$ cat config.mk
export PLATFORM = sky130hd
export DESIGN_NAME = balance_servo_pid_three_mode_flat
export DESIGN_NICKNAME = d
export VERILOG_FILES = /design/src/rtl/bsp_pkg.sv /design/src/rtl/bsp_ifs.sv /design/src/rtl/balance_servo_pid_three_mode.sv /design/src/flat_wrapper.sv
export SDC_FILE = /design/constraint.sdc
export NUM_CORES = 1
export LEC_CHECK = 0
export CORE_MARGIN = 5
export CORE_UTILIZATION = 45
export CTS_CLUSTER_SIZE = 10
export DETAILED_ROUTE_END_ITERATION = 7
export DONT_BUFFER_PORTS = 1
export PLACE_DENSITY = 0.61
export SETUP_SLACK_MARGIN = 0.02
export SKIP_LAST_GASP = 1
export SLEW_MARGIN = 0
export SYNTH_ARGS = -nofsm -noshare
export SYNTH_HDL_FRONTEND = slang
export SYNTH_SLANG_ARGS = --single-unit
$ cat constraint.sdc
create_clock -name i_clk -period 6.76 [get_ports i_clk]
set_clock_uncertainty 0.2 [all_clocks]
set_input_delay 1.352 -clock i_clk [delete_from_list [all_inputs] [get_ports i_clk]]
set_output_delay 1.352 -clock i_clk [all_outputs]
set_load 0.01 [all_outputs]
$ cat src/rtl/bsp_pkg.sv
`default_nettype none
package bsp_pkg;

    localparam int INT_CLAMP_DEF = 3200;
    localparam int MID_DUTY_DEF  = 750;

    localparam int REG_IDX_W = 3;
    localparam int CFG_W     = 16;
    localparam int GAIN_W    = 16;
    localparam int ANG_W     = 16;
    localparam int ERR_W     = ANG_W + 1;
    localparam int INT_W     = 16;
    localparam int RERR_W    = 28;
    localparam int ACC_W     = 46;
    localparam int LIM_W     = 12;
    localparam int OFF_W     = 13;
    localparam int DUTY_W    = 14;
    localparam int SUM_W     = 16;
    localparam int BIT_CNT_W = $clog2(GAIN_W);

    localparam int DUTY_MAX = (1 << DUTY_W) - 1;

    typedef logic signed [ACC_W-1:0]  t_acc;
    typedef logic signed [ERR_W-1:0]  t_err;
    typedef logic signed [INT_W-1:0]  t_int;
    typedef logic signed [RERR_W-1:0] t_rerr;
    typedef logic signed [OFF_W-1:0]  t_off;
    typedef logic signed [SUM_W-1:0]  t_sum;
    typedef logic [GAIN_W-1:0]        t_gain;

    // control_mode codes; the unused code runs as simple
    localparam logic [1:0] MODE_SIMPLE  = 2'd0;
    localparam logic [1:0] MODE_CASCADE = 2'd1;
    localparam logic [1:0] MODE_LOWSPD  = 2'd2;

    // register indexes
    localparam logic [REG_IDX_W-1:0] REG_MODE     = 3'd0;
    localparam logic [REG_IDX_W-1:0] REG_REVERSED = 3'd1;
    localparam logic [REG_IDX_W-1:0] REG_OUTER_KP = 3'd2;
    localparam logic [REG_IDX_W-1:0] REG_OUTER_KI = 3'd3;
    localparam logic [REG_IDX_W-1:0] REG_GYRO_KD  = 3'd4;
    localparam logic [REG_IDX_W-1:0] REG_INNER_KP = 3'd5;
    localparam logic [REG_IDX_W-1:0] REG_INNER_KI = 3'd6;
    localparam logic [REG_IDX_W-1:0] REG_OUT_LIM  = 3'd7;

    localparam logic [1:0]        RST_MODE     = MODE_SIMPLE;
    localparam logic              RST_REVERSED = 1'b1;
    localparam t_gain             RST_OUTER_KP = 16'd5120;
    localparam t_gain             RST_OUTER_KI = 16'd64;
    localparam t_gain             RST_GYRO_KD  = 16'd13;
    localparam t_gain             RST_INNER_KP = 16'd256;
    localparam t_gain             RST_INNER_KI = 16'd0;
    localparam logic [LIM_W-1:0]  RST_OUT_LIM  = 12'd250;

endpackage
`default_nettype wire

$ cat src/rtl/bsp_ifs.sv
`default_nettype none
interface bsp_in_if;
    logic                                  valid;
    logic                                  ready;
    logic                                  enable;
    logic signed [bsp_pkg::ANG_W-1:0]      target_angle;
    logic signed [bsp_pkg::ANG_W-1:0]      roll_angle;
    logic signed [bsp_pkg::ANG_W-1:0]      gyro_rate;

    modport source (output valid, output enable, output target_angle,
                    output roll_angle, output gyro_rate, input ready);
    modport sink   (input valid, input enable, input target_angle,
                    input roll_angle, input gyro_rate, output ready);
endinterface

interface bsp_out_if;
    logic                                  valid;
    logic                                  ready;
    logic [bsp_pkg::DUTY_W-1:0]            servo_duty;
    logic signed [bsp_pkg::OFF_W-1:0]      steer_offset;

    modport source (output valid, output servo_duty, output steer_offset, input ready);
    modport sink   (input valid, input servo_duty, input steer_offset, output ready);
endinterface
`default_nettype wire

$ cat src/rtl/balance_servo_pid_three_mode.sv
`default_nettype none
// Balance servo controller, one control tick per input item. The angle error
// drives a simple PID (P and clamped I on the angle, D on the gyro rate), a
// cascade of an outer angle PI and an inner rate PI, or a low-speed PI. All
// products go through one bit-serial shift-add multiplier that consumes one
// gain bit per cycle, so the item time follows from the product count: three
// products in simple mode, two in low-speed mode and four in cascade mode. A
// disabled item clears both integrals in its accept cycle and gives no result.
// The result sits in an output register, so the next item is taken while it
// waits. The user must write registers through the plain write port only while
// the block is idle; the block itself does not enforce this.
module balance_servo_pid_three_mode #(
    parameter int INT_CLAMP = bsp_pkg::INT_CLAMP_DEF,
    parameter int MID_DUTY  = bsp_pkg::MID_DUTY_DEF
) (
    input  wire logic                           i_clk,
    input  wire logic                           i_rst_n,
    bsp_in_if.sink                              i_in,
    bsp_out_if.source                           o_res,
    input  wire logic                           i_cfg_wr_en,
    input  wire logic [bsp_pkg::REG_IDX_W-1:0]  i_cfg_index,
    input  wire logic [bsp_pkg::CFG_W-1:0]      i_cfg_data
);

    localparam logic [2:0] ST_IDLE = 3'd0;
    localparam logic [2:0] ST_MUL  = 3'd1;
    localparam logic [2:0] ST_RATE = 3'd2;
    localparam logic [2:0] ST_RINT = 3'd3;
    localparam logic [2:0] ST_FIN  = 3'd4;
    localparam logic [2:0] ST_OUT  = 3'd5;

    localparam int AI_W = bsp_pkg::INT_W + 2;
    localparam int RI_W = bsp_pkg::RERR_W + 1;

    localparam logic signed [AI_W-1:0] ILIM_A = AI_W'(INT_CLAMP);
    localparam logic signed [RI_W-1:0] ILIM_R = RI_W'(INT_CLAMP);
    localparam bsp_pkg::t_sum          MID_S  = bsp_pkg::SUM_W'(MID_DUTY);
    localparam bsp_pkg::t_sum          DMAX_S = bsp_pkg::SUM_W'(bsp_pkg::DUTY_MAX);
    localparam bsp_pkg::t_acc          RND8   = bsp_pkg::t_acc'(1) <<< 7;
    localparam bsp_pkg::t_acc          RND12  = bsp_pkg::t_acc'(1) <<< 11;

    // configuration
    logic [1:0]                    r_mode;
    logic                          r_rev;
    bsp_pkg::t_gain                r_kp, r_ki, r_kd, r_ikp, r_iki;
    logic [bsp_pkg::LIM_W-1:0]     r_lim;

    // state and datapath
    logic [2:0]                    r_state;
    logic [1:0]                    r_step;
    logic [bsp_pkg::BIT_CNT_W-1:0] r_bit;
    bsp_pkg::t_int                 r_aint, r_rint;
    logic signed [bsp_pkg::ANG_W-1:0] r_gyro;
    bsp_pkg::t_rerr                r_rerr;
    bsp_pkg::t_acc                 r_mcand, r_acc;
    bsp_pkg::t_gain                r_mplier;
    bsp_pkg::t_off                 r_off;
    logic                          r_ov;
    logic [bsp_pkg::DUTY_W-1:0]    r_duty;
    bsp_pkg::t_off                 r_soff;

    logic                          l_accept, l_casc, l_low, l_out_wr;
    logic [1:0]                    l_step, l_last;
    bsp_pkg::t_err                 l_in_err;
    logic signed [AI_W-1:0]        l_aint_sum;
    bsp_pkg::t_int                 l_aint_new;
    logic signed [RI_W-1:0]        l_rint_sum;
    bsp_pkg::t_int                 l_rint_new;
    bsp_pkg::t_acc                 l_ld_mcand, l_tgt, l_fin, l_lim, l_clip;
    bsp_pkg::t_gain                l_ld_gain;
    bsp_pkg::t_rerr                l_rerr;
    bsp_pkg::t_off                 l_off;
    bsp_pkg::t_sum                 l_dsum;
    logic [bsp_pkg::DUTY_W-1:0]    l_duty;

    assign i_in.ready = (r_state == ST_IDLE);
    assign l_accept   = i_in.valid && (r_state == ST_IDLE);
    assign l_casc     = (r_mode == bsp_pkg::MODE_CASCADE);
    assign l_low      = (r_mode == bsp_pkg::MODE_LOWSPD);
    assign l_last     = l_casc ? 2'd3 : (l_low ? 2'd1 : 2'd2);

    assign l_in_err   = bsp_pkg::t_err'(i_in.target_angle) - bsp_pkg::t_err'(i_in.roll_angle);
    assign l_aint_sum = AI_W'(r_aint) + AI_W'(l_in_err);
    assign l_rint_sum = RI_W'(r_rint) + RI_W'(r_rerr);

    always_comb begin
        if (l_aint_sum > ILIM_A) begin
            l_aint_new = bsp_pkg::t_int'(ILIM_A);
        end else if (l_aint_sum < -ILIM_A) begin
            l_aint_new = bsp_pkg::t_int'(-ILIM_A);
        end else begin
            l_aint_new = bsp_pkg::t_int'(l_aint_sum);
        end
        if (l_rint_sum > ILIM_R) begin
            l_rint_new = bsp_pkg::t_int'(ILIM_R);
        end else if (l_rint_sum < -ILIM_R) begin
            l_rint_new = bsp_pkg::t_int'(-ILIM_R);
        end else begin
            l_rint_new = bsp_pkg::t_int'(l_rint_sum);
        end
    end

    // operand pair for the product about to start
    assign l_step = (r_state == ST_IDLE) ? 2'd0 : r_step + 2'd1;

    always_comb begin
        case (l_step)
            2'd0: begin
                l_ld_mcand = bsp_pkg::t_acc'(l_in_err);
                l_ld_gain  = r_kp;
            end
            2'd1: begin
                l_ld_mcand = bsp_pkg::t_acc'(r_aint);
                l_ld_gain  = r_ki;
            end
            2'd2: begin
                l_ld_mcand = l_casc ? bsp_pkg::t_acc'(r_rerr) : bsp_pkg::t_acc'(r_gyro);
                l_ld_gain  = l_casc ? r_ikp : r_kd;
            end
            2'd3: begin
                l_ld_mcand = bsp_pkg::t_acc'(r_rint);
                l_ld_gain  = r_iki;
            end
            default: begin
                l_ld_mcand = '0;
                l_ld_gain  = '0;
            end
        endcase
    end

    // cascade target rate, floor-shift after half-LSB bias
    assign l_tgt  = (r_acc + RND8) >>> 8;
    assign l_rerr = bsp_pkg::t_rerr'(l_tgt) - bsp_pkg::t_rerr'(r_gyro);

    assign l_fin  = (r_acc + RND12) >>> 12;
    assign l_lim  = bsp_pkg::t_acc'(r_lim);

    always_comb begin
        if (l_fin > l_lim) begin
            l_clip = l_lim;
        end else if (l_fin < -l_lim) begin
            l_clip = -l_lim;
        end else begin
            l_clip = l_fin;
        end
        l_off = r_rev ? -bsp_pkg::t_off'(l_clip) : bsp_pkg::t_off'(l_clip);
    end

    assign l_dsum = MID_S + bsp_pkg::t_sum'(r_off);

    always_comb begin
        if (l_dsum < 0) begin
            l_duty = '0;
        end else if (l_dsum > DMAX_S) begin
            l_duty = bsp_pkg::DUTY_W'(DMAX_S);
        end else begin
            l_duty = bsp_pkg::DUTY_W'(l_dsum);
        end
    end

    assign l_out_wr = (r_state == ST_OUT) && (!r_ov || o_res.ready);

    always_ff @(posedge i_clk) begin
        if (!i_rst_n) begin
            r_mode  <= bsp_pkg::RST_MODE;
            r_rev   <= bsp_pkg::RST_REVERSED;
            r_kp    <= bsp_pkg::RST_OUTER_KP;
            r_ki    <= bsp_pkg::RST_OUTER_KI;
            r_kd    <= bsp_pkg::RST_GYRO_KD;
            r_ikp   <= bsp_pkg::RST_INNER_KP;
            r_iki   <= bsp_pkg::RST_INNER_KI;
            r_lim   <= bsp_pkg::RST_OUT_LIM;
            r_state <= ST_IDLE;
            r_step  <= '0;
            r_bit   <= '0;
            r_aint  <= '0;
            r_rint  <= '0;
            r_ov    <= 1'b0;
        end else begin
            if (i_cfg_wr_en) begin
                case (i_cfg_index)
                    bsp_pkg::REG_MODE:     r_mode <= i_cfg_data[1:0];
                    bsp_pkg::REG_REVERSED: r_rev  <= i_cfg_data[0];
                    bsp_pkg::REG_OUTER_KP: r_kp   <= i_cfg_data;
                    bsp_pkg::REG_OUTER_KI: r_ki   <= i_cfg_data;
                    bsp_pkg::REG_GYRO_KD:  r_kd   <= i_cfg_data;
                    bsp_pkg::REG_INNER_KP: r_ikp  <= i_cfg_data;
                    bsp_pkg::REG_INNER_KI: r_iki  <= i_cfg_data;
                    bsp_pkg::REG_OUT_LIM:  r_lim  <= i_cfg_data[bsp_pkg::LIM_W-1:0];
                    default: ;
                endcase
            end

            if (l_out_wr) begin
                r_ov <= 1'b1;
            end else if (o_res.ready) begin
                r_ov <= 1'b0;
            end

            case (r_state)
                ST_IDLE: begin
                    if (l_accept) begin
                        if (i_in.enable) begin
                            r_aint  <= l_aint_new;
                            if (!l_casc) begin
                                r_rint <= '0;
                            end
                            r_step  <= '0;
                            r_bit   <= '0;
                            r_state <= ST_MUL;
                        end else begin
                            r_aint <= '0;
                            r_rint <= '0;
                        end
                    end
                end
                ST_MUL: begin
                    r_bit <= r_bit + bsp_pkg::BIT_CNT_W'(1);
                    if (r_bit == bsp_pkg::BIT_CNT_W'(bsp_pkg::GAIN_W - 1)) begin
                        if (r_step == l_last) begin
                            r_state <= ST_FIN;
                        end else if (l_casc && (r_step == 2'd1)) begin
                            r_state <= ST_RATE;
                        end else begin
                            r_step <= l_step;
                        end
                    end
                end
                ST_RATE: begin
                    r_state <= ST_RINT;
                end
                ST_RINT: begin
                    r_rint  <= l_rint_new;
                    r_step  <= l_step;
                    r_bit   <= '0;
                    r_state <= ST_MUL;
                end
                ST_FIN: begin
                    r_state <= ST_OUT;
                end
                ST_OUT: begin
                    if (l_out_wr) begin
                        r_state <= ST_IDLE;
                    end
                end
                default: begin
                    r_state <= ST_IDLE;
                end
            endcase
        end
    end

    // datapath, no reset
    always_ff @(posedge i_clk) begin
        case (r_state)
            ST_IDLE: begin
                r_gyro   <= i_in.gyro_rate;
                r_acc    <= '0;
                r_mcand  <= l_ld_mcand;
                r_mplier <= l_ld_gain;
            end
            ST_MUL: begin
                if (r_mplier[0]) begin
                    r_acc <= r_acc + r_mcand;
                end
                if (r_bit == bsp_pkg::BIT_CNT_W'(bsp_pkg::GAIN_W - 1)) begin
                    // next product starts from its own operands
                    r_mcand  <= l_ld_mcand;
                    r_mplier <= l_ld_gain;
                end else begin
                    r_mcand  <= r_mcand <<< 1;
                    r_mplier <= r_mplier >> 1;
                end
            end
            ST_RATE: begin
                r_rerr <= l_rerr;
                r_acc  <= '0;
            end
            ST_RINT: begin
                r_mcand  <= l_ld_mcand;
                r_mplier <= l_ld_gain;
            end
            ST_FIN: begin
                r_off <= l_off;
            end
            ST_OUT: begin
                if (l_out_wr) begin
                    r_duty <= l_duty;
                    r_soff <= r_off;
                end
            end
            default: ;
        endcase
    end

    assign o_res.valid        = r_ov;
    assign o_res.servo_duty   = r_duty;
    assign o_res.steer_offset = r_soff;

endmodule
`default_nettype wire

$ cat src/flat_wrapper.sv
// flat-port wrapper written by rule: the top's interface ports become plain ports
module balance_servo_pid_three_mode_flat 
#(
    parameter int INT_CLAMP = bsp_pkg::INT_CLAMP_DEF,
    parameter int MID_DUTY  = bsp_pkg::MID_DUTY_DEF
)
  (i_clk, i_rst_n, i_cfg_wr_en, i_cfg_index, i_cfg_data, i_in_valid, i_in_enable, i_in_target_angle, i_in_roll_angle, i_in_gyro_rate, i_in_ready, o_res_valid, o_res_servo_duty, o_res_steer_offset, o_res_ready);
  bsp_in_if i_in_i ();
  bsp_out_if o_res_i ();
  input  wire logic i_clk;
  input  wire logic i_rst_n;
  input  wire logic i_cfg_wr_en;
  input  wire logic [bsp_pkg::REG_IDX_W-1:0] i_cfg_index;
  input  wire logic [bsp_pkg::CFG_W-1:0] i_cfg_data;
  input wire logic [$bits(i_in_i.valid)-1:0] i_in_valid;
  input wire logic [$bits(i_in_i.enable)-1:0] i_in_enable;
  input wire logic [$bits(i_in_i.target_angle)-1:0] i_in_target_angle;
  input wire logic [$bits(i_in_i.roll_angle)-1:0] i_in_roll_angle;
  input wire logic [$bits(i_in_i.gyro_rate)-1:0] i_in_gyro_rate;
  output wire logic [$bits(i_in_i.ready)-1:0] i_in_ready;
  output wire logic [$bits(o_res_i.valid)-1:0] o_res_valid;
  output wire logic [$bits(o_res_i.servo_duty)-1:0] o_res_servo_duty;
  output wire logic [$bits(o_res_i.steer_offset)-1:0] o_res_steer_offset;
  input wire logic [$bits(o_res_i.ready)-1:0] o_res_ready;
  assign i_in_i.valid = i_in_valid;
  assign i_in_i.enable = i_in_enable;
  assign i_in_i.target_angle = i_in_target_angle;
  assign i_in_i.roll_angle = i_in_roll_angle;
  assign i_in_i.gyro_rate = i_in_gyro_rate;
  assign i_in_ready = i_in_i.ready;
  assign o_res_valid = o_res_i.valid;
  assign o_res_servo_duty = o_res_i.servo_duty;
  assign o_res_steer_offset = o_res_i.steer_offset;
  assign o_res_i.ready = o_res_ready;
  balance_servo_pid_three_mode #(.INT_CLAMP(INT_CLAMP), .MID_DUTY(MID_DUTY)) u_core (.i_clk(i_clk), .i_rst_n(i_rst_n), .i_in(i_in_i), .o_res(o_res_i), .i_cfg_wr_en(i_cfg_wr_en), .i_cfg_index(i_cfg_index), .i_cfg_data(i_cfg_data));
endmodule
==> flow_summary.rst <==
.. list-table::
   :header-rows: 1

   * - Metric
     - Value
   * - Most frequent cell after synthesis
     - sky130_fd_sc_hd__nand2_1
   * - Endpoint class of the critical path
     - flip-flop
   * - Leak Pwr
     - 0.0107 uW
   * - WS Path Type
     - in -> reg
   * - Cells after Synth
     - 2770
   * - Number of design rule violations left after detail routing
     - 0
   * - Final critical-path required period
     - 5.94 ns
   * - Net count after synthesis
     - 3046
   * - Largest net degree at the start of global routing
     - 121
   * - Via density per instance
     - 5.95
   * - Share of the core filled with cells
     - 49.3%
   * - Sequential area share after synthesis
     - a little over a third
   * - Number of synthesized register bits
     - 329
   * - Placer congestion estimate
     - between 0.9 and 1
   * - Initial standard-cell utilization of the core
     - 45.7%
   * - Initial DRC Count
     - 1633
   * - Switching power as a share of total power
     - 35.5%
   * - Cell-by-cell trace of the critical path
     - inv_1, ha_1, fa_1, nor2b_1, o21ai_0, a21boi_0, o21ai_0, a21boi_0, o21ai_0, nor2b_1, xnor2_1, ha_1, o21ai_0, nand2b_1, and3_1, o31a_1, a31oi_1, a21oi_1, a221oi_1, o31a_1, nor4_1, mux2_2, a32o_1
   * - Number of resized instances in the post-cts repair step
     - 0
   * - Fraction of final layout cells with drive strength greater than 1
     - 4.51%
   * - Total count of hold-check failures in the final report
     - 0
   * - Post-Route Hold Slack
     - 0.255 ns
   * - Internal power contribution
     - approximately 4700 uW
   * - Startpoint type of the worst setup path
     - input port
   * - WP data required
     - ~7 ns
   * - Clock transition at the registers of the reported paths
     - 0.05 ns
   * - TritonCTS Buffers
     - 42
   * - Insertion delay to the later sink of the worst-skew pair
     - 0.57 ns
   * - Total of endpoints with negative setup slack in the final report
     - 0
   * - Max-slew headroom at the worst pin
     - between 10% and 20%
   * - Number of enable flip-flop cells after synthesis
     - 192
   * - Count of boundary I/O pins
     - 102
   * - Max frequency
     - about 170 MHz
   * - RSZ-0062 raised after global routing
     - no
   * - Top_reg_cell synth
     - sky130_fd_sc_hd__edfxtp_1
   * - First-pass GRT wire length
     - 108 mm
   * - Part of the total power dissipated in combinational logic
     - 34.0%
   * - Height of the chip
     - 241 um
   * - Per-cell routed wire length
     - 20.4 um
   * - Area share of the leading cell type in the synthesized netlist
     - 23.9%
   * - Kind of cell adding the most delay to the critical path
     - compound AO/OA/AOI/OAI gates
   * - Clock root cell
     - sky130_fd_sc_hd__clkbuf_16
   * - Worst Path Max Fanout
     - 8
   * - Delay contributed by the slowest stage of the critical path
     - 0.42 ns
   * - Total of max-cap violations
     - 0
   * - Power density over the cells
     - ~280 mW/mm^2
   * - Cell Count Post-Placement
     - 3366
   * - Fillers
     - between 4000 and 5000
   * - Antenna violations before repair
     - 0
   * - Class of the tightest hold or removal check
     - reg -> reg
   * - Syn avg cell area
     - 8.70 sq um
   * - Core Region
     - roughly 0.053 sq mm
   * - Number of buffers inserted for hold repair after clock tree synthesis
     - 0
   * - # nets final
     - 2998
   * - Final clock period utilization by the worst path
     - between 80% and 90%
   * - Die width
     - 241 um
   * - Largest area contributor in the synthesized netlist
     - sky130_fd_sc_hd__edfxtp_1
   * - Global route total overflow
     - 0
   * - Number of cell rows
     - 84
   * - Inserted Diodes
     - 0
   * - Largest cells by area after synthesis
     - sky130_fd_sc_hd__edfxtp_1 24%, sky130_fd_sc_hd__dfxtp_1 11%, sky130_fd_sc_hd__ha_1 10%
   * - Count of distinct cell types in the synthesized netlist
     - just under 90
   * - Arrival time worst endpoint
     - approximately 6.2 ns
   * - Total wirelength of the detailed-routed design
     - 70.0 mm
   * - Count of yosys warnings during synthesis
     - 0
   * - Maximum resistive drop on vdd
     - 0.198 mV
   * - Slowest cell on the critical path
     - sky130_fd_sc_hd__a221oi_1
   * - Relative contribution of the clock network to total power
     - around 29%
   * - Post-synthesis cell area
     - between 0.02 and 0.025 sq mm
   * - Final HPWL DP
     - 53.2 mm
   * - Layout Area Growth over Synthesis
     - 7.94%
   * - Max-slew violations
     - 0
   * - First-pass DRT Iterations
     - 5
   * - Total via count in the routed design
     - around 20000
   * - Number of routed nets with antenna violations
     - 0
   * - Clock Tree Buf Depth
     - 3
   * - Number of buffers and inverters on the critical path
     - 1
   * - P_sw
     - 2610 uW
   * - Floorplan die area
     - between 0.05 and 0.06 sq mm
   * - Setup fix buffers added after clock tree synthesis
     - 0
   * - Number of standard cells in the final layout excluding fillers
     - 3436
   * - Part of the total power dissipated in sequential elements
     - 37.1%
   * - Top cell types by occurrence after synthesis
     - 379 x sky130_fd_sc_hd__nand2_1, 198 x sky130_fd_sc_hd__ha_1, 197 x sky130_fd_sc_hd__nor2_1
   * - FFs w/ async S/R, synth
     - 0%
   * - CTS tree
     - yes
   * - Run status
     - finished clean
   * - Slew at the pin closest to its max-slew limit
     - ~1.3 ns
   * - H-tree Lvls
     - 2
   * - Number of global-route vias before repair
     - slightly below 20000
   * - GRT Util Overall
     - a little under a quarter
   * - Setup Total Neg Slack
     - 0 ns
   * - Most prevalent standard cell on the critical path
     - sky130_fd_sc_hd__o21ai_0
   * - CTS Sinks
     - about 330
   * - Count of buffers inserted at the top-level ports
     - 0
metrics by stage:
step / area, sq um / setup slack [ns] / power (uW)
final: 26000 / 0.819 / 7350
after global routing: 26000 / 0.250 / 7800
after CTS: 26000 / 0.868 / 7380
after detailed placement: 24700 / 0.300 / 5230
after global placement: 24700 / 0.398 / 5170
after floorplan: 24100 / 1.04 / 4600
placed cells by master (no fill, tap or decap), types with 14 or more instances in the layout:
cell	netlist	routed
sky130_fd_sc_hd__and3_1	27	27
sky130_fd_sc_hd__dfxtp_1	137	137
sky130_fd_sc_hd__nand3_1	73	73
sky130_fd_sc_hd__mux2i_1	57	57
sky130_fd_sc_hd__o21a_1	23	23
sky130_fd_sc_hd__clkbuf_16	0	43
sky130_fd_sc_hd__ha_1	198	196
sky130_fd_sc_hd__and2_1	31	31
sky130_fd_sc_hd__nand2b_1	29	29
sky130_fd_sc_hd__edfxtp_1	192	192
sky130_fd_sc_hd__a21boi_0	103	103
sky130_fd_sc_hd__a21o_1	86	86
sky130_fd_sc_hd__xor2_1	69	69
sky130_fd_sc_hd__a31oi_1	16	16
sky130_fd_sc_hd__a211oi_1	37	37
sky130_fd_sc_hd__xnor2_1	117	117
sky130_fd_sc_hd__buf_4	1	31
sky130_fd_sc_hd__nor3_1	55	54
sky130_fd_sc_hd__clkbuf_1	99	16
sky130_fd_sc_hd__o22ai_1	33	33
sky130_fd_sc_hd__nor2_1	197	193
sky130_fd_sc_hd__a21oi_1	175	174
sky130_fd_sc_hd__nand2_1	379	378
sky130_fd_sc_hd__o211ai_1	21	21
sky130_fd_sc_hd__nand4_1	45	45
sky130_fd_sc_hd__inv_1	120	119
sky130_fd_sc_hd__nor4_1	24	24
sky130_fd_sc_hd__and4_1	14	14
sky130_fd_sc_hd__nor2b_1	57	56
sky130_fd_sc_hd__o21ai_0	119	119
cells by family (layout without fill, tap and decap cells):
logic type / count (synthesis) / after routing / synth area share [%]
adder cells (fa/ha/maj): 203 / 203 / 10.7
AO/OA/AOI/OAI: 757 / 757 / 21.1
buffers and inverters: 243 / 221 / 3.91
AND/OR/NAND/NOR: 987 / 987 / 19.5
XOR/XNOR: 186 / 186 / 6.76
multiplexers: 64 / 64 / 2.71
other: 1 / 1 / 0.0156
flip-flops: 329 / 329 / 35.3
final timing paths:
check / slack (ns) / end / startpoint / cells after the start
setup / recovery: 0.82 / u_core.r_aint[2] / i_in_target_angle[0] / 23
hold / removal: 0.26 / u_core.r_iki[13] / u_core.r_iki[13] / 2
setup reg to reg: 0.92 / u_core.r_off[11] / u_core.r_acc[15] / 15
hold reg to reg: 0.26 / u_core.r_iki[13] / u_core.r_iki[13] / 2
state kept, by name, indices dropped and copies added, names as in the netlist:
name / count
u_core.r_kd: 16
u_core.r_gyro: 16
u_core.r_mplier: 16
u_core.r_bit: 4
u_core.r_ikp: 16
u_core.r_rev: 1
u_core.r_mode: 2
u_core.o_res.steer_offset: 13
u_core.r_aint: 16
u_core.r_ki: 16
u_core.r_acc: 46
u_core.r_step: 2
u_core.r_rint: 16
u_core.r_mcand: 46
u_core.r_kp: 16
u_core.r_state: 3
u_core.r_iki: 16
u_core.r_lim: 12
u_core.r_rerr: 28
u_core.o_res.servo_duty: 14
u_core.r_off: 13
u_core.o_res.valid: 1
power groups by stage:
| stage | Sequential (uW) | Clock [uW] | Combinational [uW] |
|---|---|---|---|
| after global placement | 2760 | 0 | 2410 |
| final | 2730 | 2120 | 2500 |
| after CTS | 2720 | 2170 | 2490 |
| after global routing | 2750 | 2260 | 2790 |
| after floorplan | 2590 | 0 | 2010 |
| after detailed placement | 2760 | 0 | 2470 |
cell type report:
cell class,count,area (sq um),area share [%]
multi-input combinational,2198,14700,56.5
tap,688,861,3.31
clock buffer,61,1160,4.47
timing repair buffer,31,233,0.895
inverter,120,450,1.73
sequential,329,8510,32.7
clock inverter,9,101,0.390
routing by layer:
metal	global-route usage (%)	wire length (um)	vias up	share of wire [%]
met5	0	0	-	0
met4	6.99	1980	0	2.8
met3	3.63	4300	113	6.1
met2	38.0	31800	563	45
met1	32.4	31900	9759	46
li1	-	-	10000	-
worst register-to-register path, stage by stage, from the launching register on:
cell and delay [ns]:
sky130_fd_sc_hd__edfxtp_1 0.55, sky130_fd_sc_hd__nand4_2 0.25, sky130_fd_sc_hd__nor4_4 0.89, sky130_fd_sc_hd__nand3_1 0.27, sky130_fd_sc_hd__xnor2_1 0.31, sky130_fd_sc_hd__ha_1 0.28, sky130_fd_sc_hd__nand4_1 0.11, sky130_fd_sc_hd__nor4_1 0.09
sky130_fd_sc_hd__a221o_1 0.32, sky130_fd_sc_hd__o21a_1 0.22, sky130_fd_sc_hd__o31ai_4 0.74, sky130_fd_sc_hd__mux2_2 0.46, sky130_fd_sc_hd__a221oi_4 0.37, sky130_fd_sc_hd__nand4_1 0.21, sky130_fd_sc_hd__o21ai_1 0.21, sky130_fd_sc_hd__xnor2_1 0.09
Power figures use the tool's default switching activity.
